--- config.mk ---
export PLATFORM = sky130hd
export DESIGN_NAME = rtp_ctrl
export DESIGN_NICKNAME = d
export VERILOG_FILES = /design/src/rtl/rtp_pkg.sv /design/src/rtl/rtp_ctrl.sv
export SDC_FILE = /design/constraint.sdc
export NUM_CORES = 1
export LEC_CHECK = 0
export ABC_CLOCK_PERIOD_IN_PS = 1480
export BUFFER_PORTS_ARGS = -buffer_cell sky130_fd_sc_hd__clkbuf_2
export CAP_MARGIN = 40
export CORE_AREA = 2 2 39 41
export CTS_CLUSTER_DIAMETER = 100
export CTS_CLUSTER_SIZE = 30
export DETAILED_ROUTE_END_ITERATION = 10
export DIE_AREA = 0 0 41 43
export GPL_TIMING_DRIVEN = 0
export PLACE_DENSITY = 0.69
export SYNTH_ARGS = -nofsm -noshare
export SYNTH_HDL_FRONTEND = slang
export SYNTH_SLANG_ARGS = --single-unit
--- constraint.sdc ---
create_clock -name aclk -period 1.48 [get_ports aclk]
set_clock_uncertainty 0.15 [all_clocks]
set_input_delay 0.296 -clock aclk [delete_from_list [all_inputs] [get_ports aclk]]
set_output_delay 0.296 -clock aclk [all_outputs]
set_load 0.03 [all_outputs]
--- src/rtl/rtp_pkg.sv ---
package rtp_pkg;

    localparam int OP_W     = 2;
    localparam int STAT_W   = 2;
    localparam int REG_W    = 6;
    localparam int TS_W     = 63;
    localparam int CNT_OUT_W = 32;

    localparam int S_DATA_W = 72;   // region, timestamp, zero fill
    localparam int M_DATA_W = 360;  // region_out .. second_smallest, zero fill
    localparam int M_FILL_W = M_DATA_W - (REG_W + 5 * TS_W + CNT_OUT_W);

    localparam logic [TS_W-1:0] TS_MAX        = {TS_W{1'b1}};
    localparam logic [TS_W-1:0] MAX_TOP_INIT  = TS_W'(1);
    localparam logic [TS_W-1:0] MAX_NEXT_INIT = '0;
    localparam logic [TS_W-1:0] MIN_LOW_INIT  = TS_MAX - TS_W'(1);
    localparam logic [TS_W-1:0] MIN_NEXT_INIT = TS_MAX;

    typedef enum logic [OP_W-1:0] {
        OP_BEGIN = 2'd0,
        OP_END   = 2'd1,
        OP_READ  = 2'd2
    } op_t;

    typedef enum logic [STAT_W-1:0] {
        ST_DONE          = 2'd0,
        ST_BEGIN_IGNORED = 2'd1,
        ST_END_IGNORED   = 2'd2,
        ST_READ          = 2'd3
    } status_t;

    typedef struct packed {
        logic clear;   // write reset row at the sweep address
        logic load;    // capture request, read its row
        logic calc;    // register the duration
        logic commit;  // write row back, load result register
    } rtp_cmd_t;

    typedef struct packed {
        logic out_free;
    } rtp_stat_t;

endpackage

--- src/rtl/rtp_ctrl.sv ---
module rtp_ctrl
    import rtp_pkg::*;
#(
    parameter int REGIONS = 64,
    parameter int ROW_W   = 6
) (
    input  logic             aclk,
    input  logic             aresetn,
    input  logic             s_tvalid,
    output logic             s_tready,
    input  rtp_stat_t        dp_stat,
    output rtp_cmd_t         cmd,
    output logic [ROW_W-1:0] clr_addr
);

    typedef enum logic [1:0] {
        S_CLEAR,
        S_IDLE,
        S_CALC,
        S_COMMIT
    } state_t;

    state_t             state_reg, state_next;
    logic [ROW_W-1:0]   cnt_reg, cnt_next;

    always_comb begin
        state_next = state_reg;
        cnt_next   = cnt_reg;
        case (state_reg)
            S_CLEAR: begin
                cnt_next = cnt_reg + ROW_W'(1);
                if (cnt_reg == ROW_W'(REGIONS - 1)) begin
                    state_next = S_IDLE;
                end
            end
            S_IDLE: begin
                if (s_tvalid) begin
                    state_next = S_CALC;
                end
            end
            S_CALC: begin
                state_next = S_COMMIT;
            end
            S_COMMIT: begin
                // hold until the result register can take the new result
                if (dp_stat.out_free) begin
                    state_next = S_IDLE;
                end
            end
            default: begin
                state_next = S_CLEAR;
            end
        endcase
    end

    always_ff @(posedge aclk) begin
        if (!aresetn) begin
            state_reg <= S_CLEAR;
            cnt_reg   <= '0;
        end else begin
            state_reg <= state_next;
            cnt_reg   <= cnt_next;
        end
    end

    assign s_tready   = (state_reg == S_IDLE);
    assign cmd.clear  = (state_reg == S_CLEAR);
    assign cmd.load   = s_tready && s_tvalid;
    assign cmd.calc   = (state_reg == S_CALC);
    assign cmd.commit = (state_reg == S_COMMIT) && dp_stat.out_free;
    assign clr_addr   = cnt_reg;

endmodule

==> impl_results.md, run 1 <==
* DIE HEIGHT at 43 um
* CTS tree: done
* Critical path type: flop to output port
* Sw frac at about a quarter
* Critical Path Fanout Max at 4
* FMAX at 625.0 MHz
* Final Hold Vio Count at 0
* Ports at 15
* Initial antenna violation count at 0
* HPWL after DPL at 633.3 um
* Register Area at approximately 170 um^2
* Synth top area cells: dfxtp_1, ha_1, mux2i_1
* Failing checks: negative setup slack
* Worst-Margin Slew at approximately 0.32 ns
* Worst hold start: aresetn
* Gate Count Post-Synth at 47
* Initial drt markers at 3
* Yosys cell types at 21
* Worst r2r path cells at 4
* Leak pwr at 0.2852 nW
* Required time worst endpoint at 1.03 ns
* Syn_nets at between 50 and 60
* Clk_lat worst skew at approximately 0.24 ns
* IO buf count at 14
* Multi-input gate area at about 330 um^2
* Share of cells above drive strength 1 at between 50 and 60%
* Clock transition at path regs at 0.05 ns
* Yosys Warn Count at 0
* Tot Pwr at 0.4473 mW
* Mean Syn Cell Area at between 9 and 10 um^2
* Tmin final at between 1.5 and 2 ns
* Critical Path End Type: output port
* Sequential area share after synthesis at between 30% and 40%
* Comb power frac at a little over a tenth
* Crit start category: flop
* Post-route cell area at between 600 and 700 um^2
* Clock Tree Root: clkbuf_4
* Total CTS buffers at 3
* Status: complete, but fails checks
* Worst setup margin at -0.1199 ns
* WHS Path Cells at 3
* Yosys reg bits at 8
* Core area at 0.001384 mm^2
* Starting Density at 33.54%
* Switching power at 0.1140 mW
* Via count at approximately 380
* Slew Viols, Final at 0
* Most frequent cells in the layout: clkbuf_2, nor2_1, nand2_1
* First-pass GRT wire length at around 1400 um
* Setup WS pre-CTS at -0.1073 ns
* Drt first pass iters at 3
* Commonest non-fill, non-tap cell in the layout: clkbuf_2
* Largest area contributor in the netlist: dfxtp_1
* P&R area growth vs syn at 49.87%
* Clock power share at a little over a third
* Max_slew headroom at around four fifths
* Pint at 0.3333 mW
* Setup TNS at -0.3351 ns
* Total global-route track usage at a little under an eighth
* WP data arrival at approximately 1.2 ns
* Pwr Density at about 640 mW/mm^2
* Max clock buf depth at 2
* Yosys top cell area share at between 30% and 40%
* DRC at 0
* Die extent in x at about 40 um
* Final net count at 77
* Routed Antenna Nets at 0
* Die area at about 0.0018 mm^2
* Hold Crit Class: input pin to flop
* Detailed Route WL at between 800 and 900 um
* Fin crit share at 108.1%
* Worst vdd ir at between 0.0003 and 0.0004 V
* Largest net degree at the start of global routing at 8
* Vias in the first global route at around 340
* Grt ovf at 0
* FF-to-FF Start: state_reg[0]
* CTS Sinks at 8
* Largest register FFs at 6
* Gpl congestion at about 0.67
* Filler cell count at 131
* Ant. Diodes at 0
* Max_cap viols at 0
* RR Endpoint: state_reg[0]
* DP Area at ~600 um^2
* Hold EP: state_reg[1]
* Worst R2R Setup Slack at -0.10 ns
* Row count at 14
* Setup Viol. Count Final at 4
* RSZ-0062 raised after global routing: yes
* Wire per inst at 10.59 um
* H-tree level count at 1
* Min Hold Slack at 0.1783 ns
* Sequential share of power at 53.1%
* DR vias/cell at about 4.7
* Mapped cell area at about 460 um^2
[worst max-delay path: stages (launching register included)]
cell	delay (ns)
dfxtp_2	0.36
inv_2	0.06
ha_2	0.19
and2_1	0.14
clkbuf_8	0.15
[final cells by class]
type / instances / share of cell area, %
Multi-Input combinational cell: 35 / 47.48
Inverter: 3 / 1.978
Timing Repair Buffer: 16 / 17.27
Buffer: 1 / 2.158
Clock buffer: 3 / 3.237
Sequential cell: 8 / 25.00
Tap cell: 16 / 2.878
[logic make-up (layout without fill, tap and decap cells)]
group                    Yosys count  in the layout  synth area share, %
flip-flops                         8              8                34.50
multiplexers                       3              3                6.469
adder cells (fa/ha/maj)            5              5                13.48
XOR/XNOR                           4              4                7.549
buffers and inverters              4             23                4.851
AND/OR/NAND/NOR                   19             19                22.65
AO/OA/AOI/OAI                      4              4                10.51
[synth_stat cells]
| cell | number |
|---|---|
| a2111oi_4 | 1 |
| a21boi_2 | 1 |
| a21oi_1 | 1 |
| and2_1 | 2 |
| and2b_1 | 1 |
| buf_6 | 1 |
| dfxtp_1 | 8 |
| ha_1 | 5 |
| inv_1 | 3 |
| mux2i_1 | 3 |
| nand2_1 | 5 |
| nand2b_1 | 1 |
| nand3_2 | 1 |
| nand4_1 | 1 |
| nand4_2 | 1 |
| nor2_1 | 5 |
| nor2b_1 | 1 |
| o21ai_0 | 1 |
| or3_1 | 1 |
| xnor2_1 | 1 |
| xor2_1 | 3 |
[how the worst max path moves through the flow]
stage	slack, ns	cells past startpoint	end	startpoint
after CTS	-0.13	6	state_reg[0]	state_reg[0]
final	-0.12	4	cmd[2]	state_reg[1]
after detailed placement	-0.11	6	state_reg[0]	state_reg[0]
after global routing	-0.19	4	state_reg[0]	state_reg[0]
after floorplan	-0.05	6	state_reg[0]	state_reg[0]
after global placement	-0.06	6	state_reg[0]	state_reg[0]
[stage by stage]
| stage | cells | util, % |
|---|---|---|
| floorplan | 47 | - |
| global route | 82 | 50.27 |
| global placement | 77 | 43.31 |
| detailed placement | 77 | 43.31 |
| finish | 82 | 50.27 |
| CTS | 80 | 47.02 |
[repair_timing]
| action | in CTS | in global routing |
|---|---|---|
| setup buffers | 0 | 2 |
| pin swaps | 0 | 3 |
| endpoints found under the setup margin | 7 | 8 |
| gates resized for setup | 7 | 12 |
| hold buffers | 0 | 0 |
[routing by layer]
| layer | wire length (um) | up-vias | track usage, % |
|---|---|---|---|
| li1 | - | 197 | - |
| met1 | 379 | 177 | 13.92 |
| met2 | 449 | 7 | 16.25 |
| met3 | 26 | 2 | 4.712 |
| met4 | 14 | 0 | 8.000 |
| met5 | 0 | - | 0 |
[power by group through the flow]
stage	sequential [mW]	clock [mW]	combinational (mW)
after floorplan	0.254	0	0.0183
after CTS	0.236	0.171	0.0492
final	0.237	0.162	0.0483
after global routing	0.239	0.182	0.0530
after detailed placement	0.241	0	0.0491
after global placement	0.241	0	0.0476
No activity file was read; power rests on OpenSTA's default activity.
==> run 2: changes to the inputs <==
--- a/config.mk
+++ b/config.mk
@@ -6,15 +6,15 @@
 export NUM_CORES = 1
 export LEC_CHECK = 0
 export ABC_CLOCK_PERIOD_IN_PS = 1480
-export BUFFER_PORTS_ARGS = -buffer_cell sky130_fd_sc_hd__clkbuf_2
 export CAP_MARGIN = 40
 export CORE_AREA = 2 2 39 41
 export CTS_CLUSTER_DIAMETER = 100
 export CTS_CLUSTER_SIZE = 30
 export DETAILED_ROUTE_END_ITERATION = 10
 export DIE_AREA = 0 0 41 43
+export DONT_BUFFER_PORTS = 1
 export GPL_TIMING_DRIVEN = 0
-export PLACE_DENSITY = 0.69
+export PLACE_DENSITY = 0.59
 export SYNTH_ARGS = -nofsm -noshare
 export SYNTH_HDL_FRONTEND = slang
 export SYNTH_SLANG_ARGS = --single-unit
==> run 2 against run 1 <==
  * The flow still finishes with violations (negative setup slack)
  * Via count is 14% lower
  * Worst setup slack worse by 0.035 ns
  * Core utilization fell by 5.5 points
  * Hold slack got worse by 0.15 ns
  * Clock power up 11%
  * Critical path type is now flop to flop
  * Largest cell class unchanged
  * Highest routed layer unchanged
==> impl_results.md, run 2 (synthesized netlist as in run 1, its figures left out) <==
* Status: complete, but fails checks
* Failing checks: negative setup slack
* Clock transition at path regs at 0.06 ns (about the same)
* Core area at 0.001384 mm^2 (unchanged)
* Worst vdd ir at 0.0004906 V (+34%)
* Grt ovf at 0 (unchanged)
* Hold EP: state_reg[0]
* Max stage delay cell, worst path: dfxtp_4
* Max_cap viols at 0 (unchanged)
* Leak pwr at 0.2396 nW (-16%)
* WP buf/inv at 2 (unchanged)
* Hold buffer count at cts at 0 (unchanged)
* H-tree level count at 1 (unchanged)
* Cells along the critical path: inv_4, ha_4, buf_6, a21boi_4, a2111oi_4, mux2i_1
* FMAX at 611.6 MHz (-2.2%)
* DIE HEIGHT at 43 um (unchanged)
* IO buf count at 0 (-14)
* Min Hold Slack at 0.02519 ns (-0.1532 ns)
* RSZ-0062 raised after global routing: yes
* Worst setup margin at -0.1551 ns (-0.03518 ns)
* Drt first pass iters at 1 (-2)
* Initial antenna violation count at 0 (unchanged)
* CTS tree: done
* RR Endpoint: state_reg[1]
* Setup WS pre-CTS at -0.1368 ns (-0.02945 ns)
* Non-filler cells, final at 70 (-15%)
* Die area at 0.001763 mm^2 (unchanged)
* Tot Pwr at 0.4503 mW (+0.67%)
* Worst-Margin Slew at 0.5218 ns (+0.2026 ns)
* HPWL after DPL at 597.7 um (-5.6%)
* CTS Sinks at 8 (unchanged)
* Via count at 331 (-14%)
* Total CTS buffers at 3 (unchanged)
* Worst r2r path cells at 6 (+2)
* Row count at 14 (unchanged)
* Critical Path End Type: flop
* Share of cells above drive strength 1 at 46.30% (-8.2 points)
* Largest net degree at the start of global routing at 7 (-1)
* DR vias/cell at 4.729 (+1.2%)
* Final net count at 64 (-17%)
* Worst hold start: aresetn
* Detailed Route WL at 909 um (+4.7%)
* Hold Crit Class: input pin to flop
* Tmin final at 1.635 ns (+0.03518 ns)
* WHS Path Cells at 2 (-1)
* Final Hold Vio Count at 0 (unchanged)
* Crit start category: flop
* Die extent in x at 41 um (unchanged)
* Commonest non-fill, non-tap cell in the layout: nor2_1
* P&R area growth vs syn at 33.42%
* Pwr Density at 727.0 mW/mm^2 (+13%)
* Most frequent cells in the layout: nor2_1, nand2_1, ha_4, dfxtp_4
* Placed cell count at 63 (-18%)
* Wire per inst at 12.99 um (+23%)
* Critical Path Fanout Max at 5 (+1)
* Clk_lat worst skew at 0.26 ns (+0.02 ns)
* Max_slew headroom at 65.17% (-14 points)
* Total global-route track usage at 12.84% (+1.2 points)
* Starting Density at 33.54% (unchanged)
* Required time worst endpoint at 1.51 ns (+0.48 ns)
* FF-to-FF Start: state_reg[0]
* Setup TNS at -0.4533 ns (-0.1182 ns)
* CP delay by family, top: compound AO/OA/AOI/OAI gates
* DRC at 0 (unchanged)
* Largest register FFs at 6 (unchanged)
* Gpl congestion at 0.6208 (-7.6%)
* CP max stage delay at 0.39 ns (+0.03 ns)
* Max clock buf depth at 2 (unchanged)
* Slew Viols, Final at 0 (unchanged)
* Critical path type: flop to flop
* Routed Antenna Nets at 0 (unchanged)
* First-pass GRT wire length at 1455 um (+7.1%)
* Worst R2R Setup Slack at -0.16 ns (-0.06 ns)
* Fin crit share at 110.5% (+2.4 points)
* Filler cell count at 138 (+5.3%)
* Initial drt markers at 0 (-3)
* Setup Viol. Count Final at 4 (unchanged)
* Clock Tree Root: clkbuf_4
* WP data arrival at 1.66 ns (+0.51 ns)
* Vias in the first global route at 342 (+0.29%)
* Ports at 15 (unchanged)
* Ant. Diodes at 0 (unchanged)
run 2: cell count changes in the layout (fill, tap and decap cells not counted), sizes merged:
cell,delta
clkbuf,-11
buf,-1
run 2: per-stage QoR:
stage               instance area (um^2)  util (%)
detailed placement                 529.3     38.25
global route                       619.3     44.76
finish                             619.3     44.76
global placement                   529.3     38.25
CTS                                610.6     44.12
floorplan                          509.2         -
run 2: final cells by class:
type                            instances  area (um^2)  area share (%)
Sequential cell                         8        176.4           28.48
Buffer                                  1        11.26           1.818
Timing Repair Buffer                    3        22.52           3.636
Inverter                                3        16.27           2.626
Clock buffer                            4        26.28           4.242
Tap cell                               16        20.02           3.232
Multi-Input combinational cell         35        346.6           55.96
run 2: how the worst max path moves through the flow:
stage                       from      endpoint  slack [ns]  depth (start not counted)
CTS                 state_reg[0]  state_reg[0]       -0.14                          6
global placement    state_reg[1]  state_reg[1]       -0.14                          5
global route        state_reg[0]  state_reg[1]       -0.24                          6
floorplan           state_reg[0]  state_reg[0]       -0.05                          6
finish              state_reg[0]  state_reg[1]       -0.16                          6
detailed placement  state_reg[1]  state_reg[0]       -0.14                          5
run 2: worst register-to-register path: stages (launching register included):
cell and delay (ns):
dfxtp_4 0.39, inv_4 0.05, ha_4 0.19, buf_6 0.14, a21boi_4 0.14, a2111oi_4 0.27, mux2i_1 0.23
run 2: power by group:
part           internal, mW  leakage [nW]  switching, mW
Combinational        0.0121         0.156        0.00989
Clock                 0.103        0.0150         0.0771
Sequential            0.220        0.0683         0.0280
Total                 0.335         0.240          0.115
run 2: what timing repair did:
| action | CTS | global route |
|---|---|---|
| endpoints found under the setup margin | 5 | 8 |
| gates cloned | 0 | 0 |
| resized for setup | 9 | 4 |
| pin swaps | 0 | 3 |
| setup buffers | 3 | 2 |
run 2: metal layers:
metal | vias to the layer above | global-route usage, % | part of all wire, %
met1 | 147 | 12.50 | 36
met4 | 0 | 6.000 | 1.3
met2 | 11 | 19.38 | 52
li1 | 171 | - | -
met5 | - | 0 | 0
met3 | 2 | 9.424 | 9.9
==> run 3: changes to the inputs <==
--- a/config.mk
+++ b/config.mk
@@ -5,8 +5,8 @@
 export SDC_FILE = /design/constraint.sdc
 export NUM_CORES = 1
 export LEC_CHECK = 0
+export ABC_AREA = 1
 export ABC_CLOCK_PERIOD_IN_PS = 1480
-export CAP_MARGIN = 40
 export CORE_AREA = 2 2 39 41
 export CTS_CLUSTER_DIAMETER = 100
 export CTS_CLUSTER_SIZE = 30
@@ -14,7 +14,7 @@
 export DIE_AREA = 0 0 41 43
 export DONT_BUFFER_PORTS = 1
 export GPL_TIMING_DRIVEN = 0
-export PLACE_DENSITY = 0.59
+export PLACE_DENSITY = 0.57
 export SYNTH_ARGS = -nofsm -noshare
 export SYNTH_HDL_FRONTEND = slang
 export SYNTH_SLANG_ARGS = --single-unit
==> run 3 against run 2 <==
  * The run still ends with negative setup slack left
  * Final cell count grew 21%
  * First-iteration DRC count up 10
  * Sequential power is 2% lower
  * Total power shrank 2.5%
  * Worst setup slack improved by 0.14 ns
  * Critical path type is now flop to output port
==> impl_results.md, run 3 <==
* Multi-input gate area at 324.1 um^2 (-6.5%)
* Final Hold Vio Count at 0 (unchanged)
* Mean Syn Cell Area at 7.018 um^2 (-29%)
* Worst r2r path cells at 9 (+3)
* End of the critical path: cmd[2]
* Final net count at 80 (+25%)
* Gpl congestion at 0.7325 (+18%)
* Drt first pass iters at 3 (+2)
* Tmin final at 1.498 ns (-0.1376 ns)
* Commonest cells in the synthesized netlist: nand2_1, inv_1, nor2_1, dfxtp_1
* Ports at 15 (unchanged)
* Wire per inst at 10.14 um (-22%)
* Via count at 388 (+17%)
* Yosys reg bits at 8 (unchanged)
* Ant. Diodes at 0 (unchanged)
* Total CTS buffers at 3 (unchanged)
* Detailed Route WL at 862 um (-5.2%)
* Asr flop ratio synth at 0% (unchanged)
* Filler cell count at 149 (+8.0%)
* Critical path depth at 4 (-2)
* Commonest non-fill, non-tap cell in the layout: nand2_1
* Initial drt markers at 10 (+10)
* DR vias/cell at 4.565 (-3.5%)
* Largest net degree at the start of global routing at 8 (+1)
* Syn_nets at 73 (+30%)
* Worst-Margin Slew at 0.3808 ns (-0.1410 ns)
* Max stage delay cell, worst path: dfxtp_2
* Worst setup margin at -0.01753 ns (+0.1376 ns)
* Failing checks: negative setup slack
* Starting Density at 32.46% (-1.1 points)
* FMAX at 667.8 MHz (+9.2%)
* Setup Viol. Count Final at 1 (-3)
* Hold Crit Class: input pin to flop
* Critical path type: flop to output port
* Post-synth EDFFs at 0 (unchanged)
* First-pass GRT wire length at 1462 um (+0.48%)
* Yosys Warn Count at 0 (unchanged)
* CTS Sinks at 8 (unchanged)
* Die extent in x at 41 um (unchanged)
* IO buf count at 0 (unchanged)
* GRT met3 Usage at 10.47% (+1.0 points)
* CP max stage delay at 0.35 ns (-0.04 ns)
* Yosys top cell area share at 35.65% (+1.2 points)
* HPWL after DPL at 600.5 um (+0.47%)
* CTS tree: done
* WP buf/inv at 2 (unchanged)
* Most frequent cells in the layout: nand2_1, nor2_1, inv_1
* DRC at 0 (unchanged)
* Crit path from: state_reg[1]
* P&R area growth vs syn at 35.93%
* Vias in the first global route at 355 (+3.8%)
* Status: complete, but fails checks
* Largest area contributor in the netlist: dfxtp_1
* Die area at 0.001763 mm^2 (unchanged)
* Share of cells above drive strength 1 at 37.68% (-8.6 points)
* Required time worst endpoint at 1.03 ns (-0.48 ns)
* Clock transition at path regs at 0.06 ns (about the same)
* Most common cell in the netlist: nand2_1
* WP data arrival at 1.05 ns (-0.61 ns)
* DP Area at 474.2 um^2 (-10%)
* Crit start category: flop
* Critical Path Fanout Max at 4 (-1)
* Setup TNS at -0.01753 ns (+0.4358 ns)
* Routed Antenna Nets at 0 (unchanged)
* Clock Tree Root: clkbuf_4
* Grt ovf at 0 (unchanged)
* FF-to-FF Start: state_reg[0]
* Yosys cell types at 12 (-43%)
* Max_cap viols at 0 (unchanged)
* Pwr Density at 718.7 mW/mm^2 (-1.1%)
* CP delay by family, top: flip-flops
* Initial antenna violation count at 0 (unchanged)
* Leak pwr at 0.2383 nW (-0.56%)
* Fin crit share at 101.2% (-9.3 points)
* DIE HEIGHT at 43 um (unchanged)
* RR Endpoint: clr_addr[5]
* Cells along the critical path: inv_4, ha_4, nand2_4, inv_6
* Min Hold Slack at 0.01593 ns (-0.009259 ns)
* Largest register FFs at 6 (unchanged)
* Max clock buf depth at 2 (unchanged)
* Clk_lat worst skew at 0.26 ns (about the same)
* Register Area at 175.2 um^2 (-0.71%)
* Row count at 14 (unchanged)
* Total global-route track usage at 12.68% (-0.16 points)
* RSZ-0062 raised after global routing: yes
* Sequential area share after synthesis at 35.65% (+1.2 points)
* Synth top area cells: dfxtp_1, ha_1, nand2_1
* Mapped cell area at 449.2 um^2 (-3.2%)
* Max_slew headroom at 74.58% (+9.4 points)
* Gate Count Post-Synth at 64 (+36%)
* H-tree level count at 1 (unchanged)
* Critical Path End Type: output port
* Met2 GRT Util at 17.81% (-1.6 points)
* Core area at 0.001384 mm^2 (unchanged)
* Slew Viols, Final at 0 (unchanged)
* GRT busiest layer: met2
* Worst vdd ir at 0.0005125 V (+4.5%)
* Main synth FF type: dfxtp_1
* Post-route cell area at 610.6 um^2 (-1.4%)
* Worst R2R Setup Slack at 0.05 ns (+0.21 ns)
* GR Util met1 at 14.89% (+2.4 points)
[run 3: worst min path at each step]
stage            start           end  slack, ns  depth (start not counted)
5_1_grt        aresetn   clr_addr[1]      0.008                          2
4_1_cts        aresetn   clr_addr[0]       0.01                          2
3_5_place_dp   aresetn   clr_addr[5]       0.27                          2
6_report       aresetn   clr_addr[0]       0.02                          2
2_1_floorplan  aresetn   clr_addr[5]       0.27                          2
3_3_place_gp   aresetn  state_reg[0]       0.27                          2
[run 3: where the power goes]
part           internal [mW]  total (mW)  switching, mW  leakage [nW]
clock network         0.0930       0.170         0.0768        0.0138
registers              0.221       0.244         0.0228        0.0685
logic                 0.0126      0.0249         0.0123         0.156
total                  0.327       0.439          0.112         0.238
[run 3: logic make-up (layout without fill, tap and decap cells)]
| group | after synthesis | after routing | synth area share (%) |
|---|---|---|---|
| flip-flops | 8 | 8 | 35.65 |
| buffers and inverters | 11 | 16 | 9.192 |
| AND/OR/NAND/NOR | 30 | 30 | 28.69 |
| AO/OA/AOI/OAI | 10 | 10 | 12.53 |
| adder cells (fa/ha/maj) | 5 | 5 | 13.93 |
[run 3: through the flow]
step / instances / setup slack (ns) / power [mW] / util (%)
floorplan: 64 / -0.001619 / 0.2635 / -
global placement: 80 / -0.1005 / 0.2667 / 34.27
detailed placement: 80 / -0.1157 / 0.2678 / 34.27
CTS: 85 / -0.03268 / 0.4454 / 40.05
global route: 85 / -0.06835 / 0.4624 / 44.12
finish: 85 / -0.01753 / 0.4389 / 44.12
[run 3: area by class of cell]
class / count / area share [%]
inverter: 11 / 8.402
clock buffer: 3 / 3.689
tap: 16 / 3.279
multi-input combinational: 45 / 53.07
sequential: 8 / 28.69
timing repair buffer: 2 / 2.869
[run 3: what timing repair did]
| action | CTS | global route |
|---|---|---|
| buffers inserted | 1 | 0 |
| hold endpoints to repair | 3 | 0 |
| setup endpoints to repair | 8 | 8 |
| gates resized for setup | 14 | 16 |
| pin swaps | 1 | 1 |
| hold buffers | 1 | 0 |
| cloned | 0 | 0 |
[run 3: worst register-to-register path: stages, from the launching register on]
cell and delay [ns]:
dfxtp_4 0.37, inv_4 0.08, ha_4 0.24, nand2_4 0.07, nor2_4 0.11, nand2_2 0.08, nor2_4 0.09, nand2_1 0.05
nand2_1 0.06, nor2_1 0.03
[run 3: layer usage]
metal  vias to the layer above  share of wire, %
li1                        209                 -
met5                         -                 0
met4                         0                 0
met2                        16                47
met1                       163                43
met3                         0                10
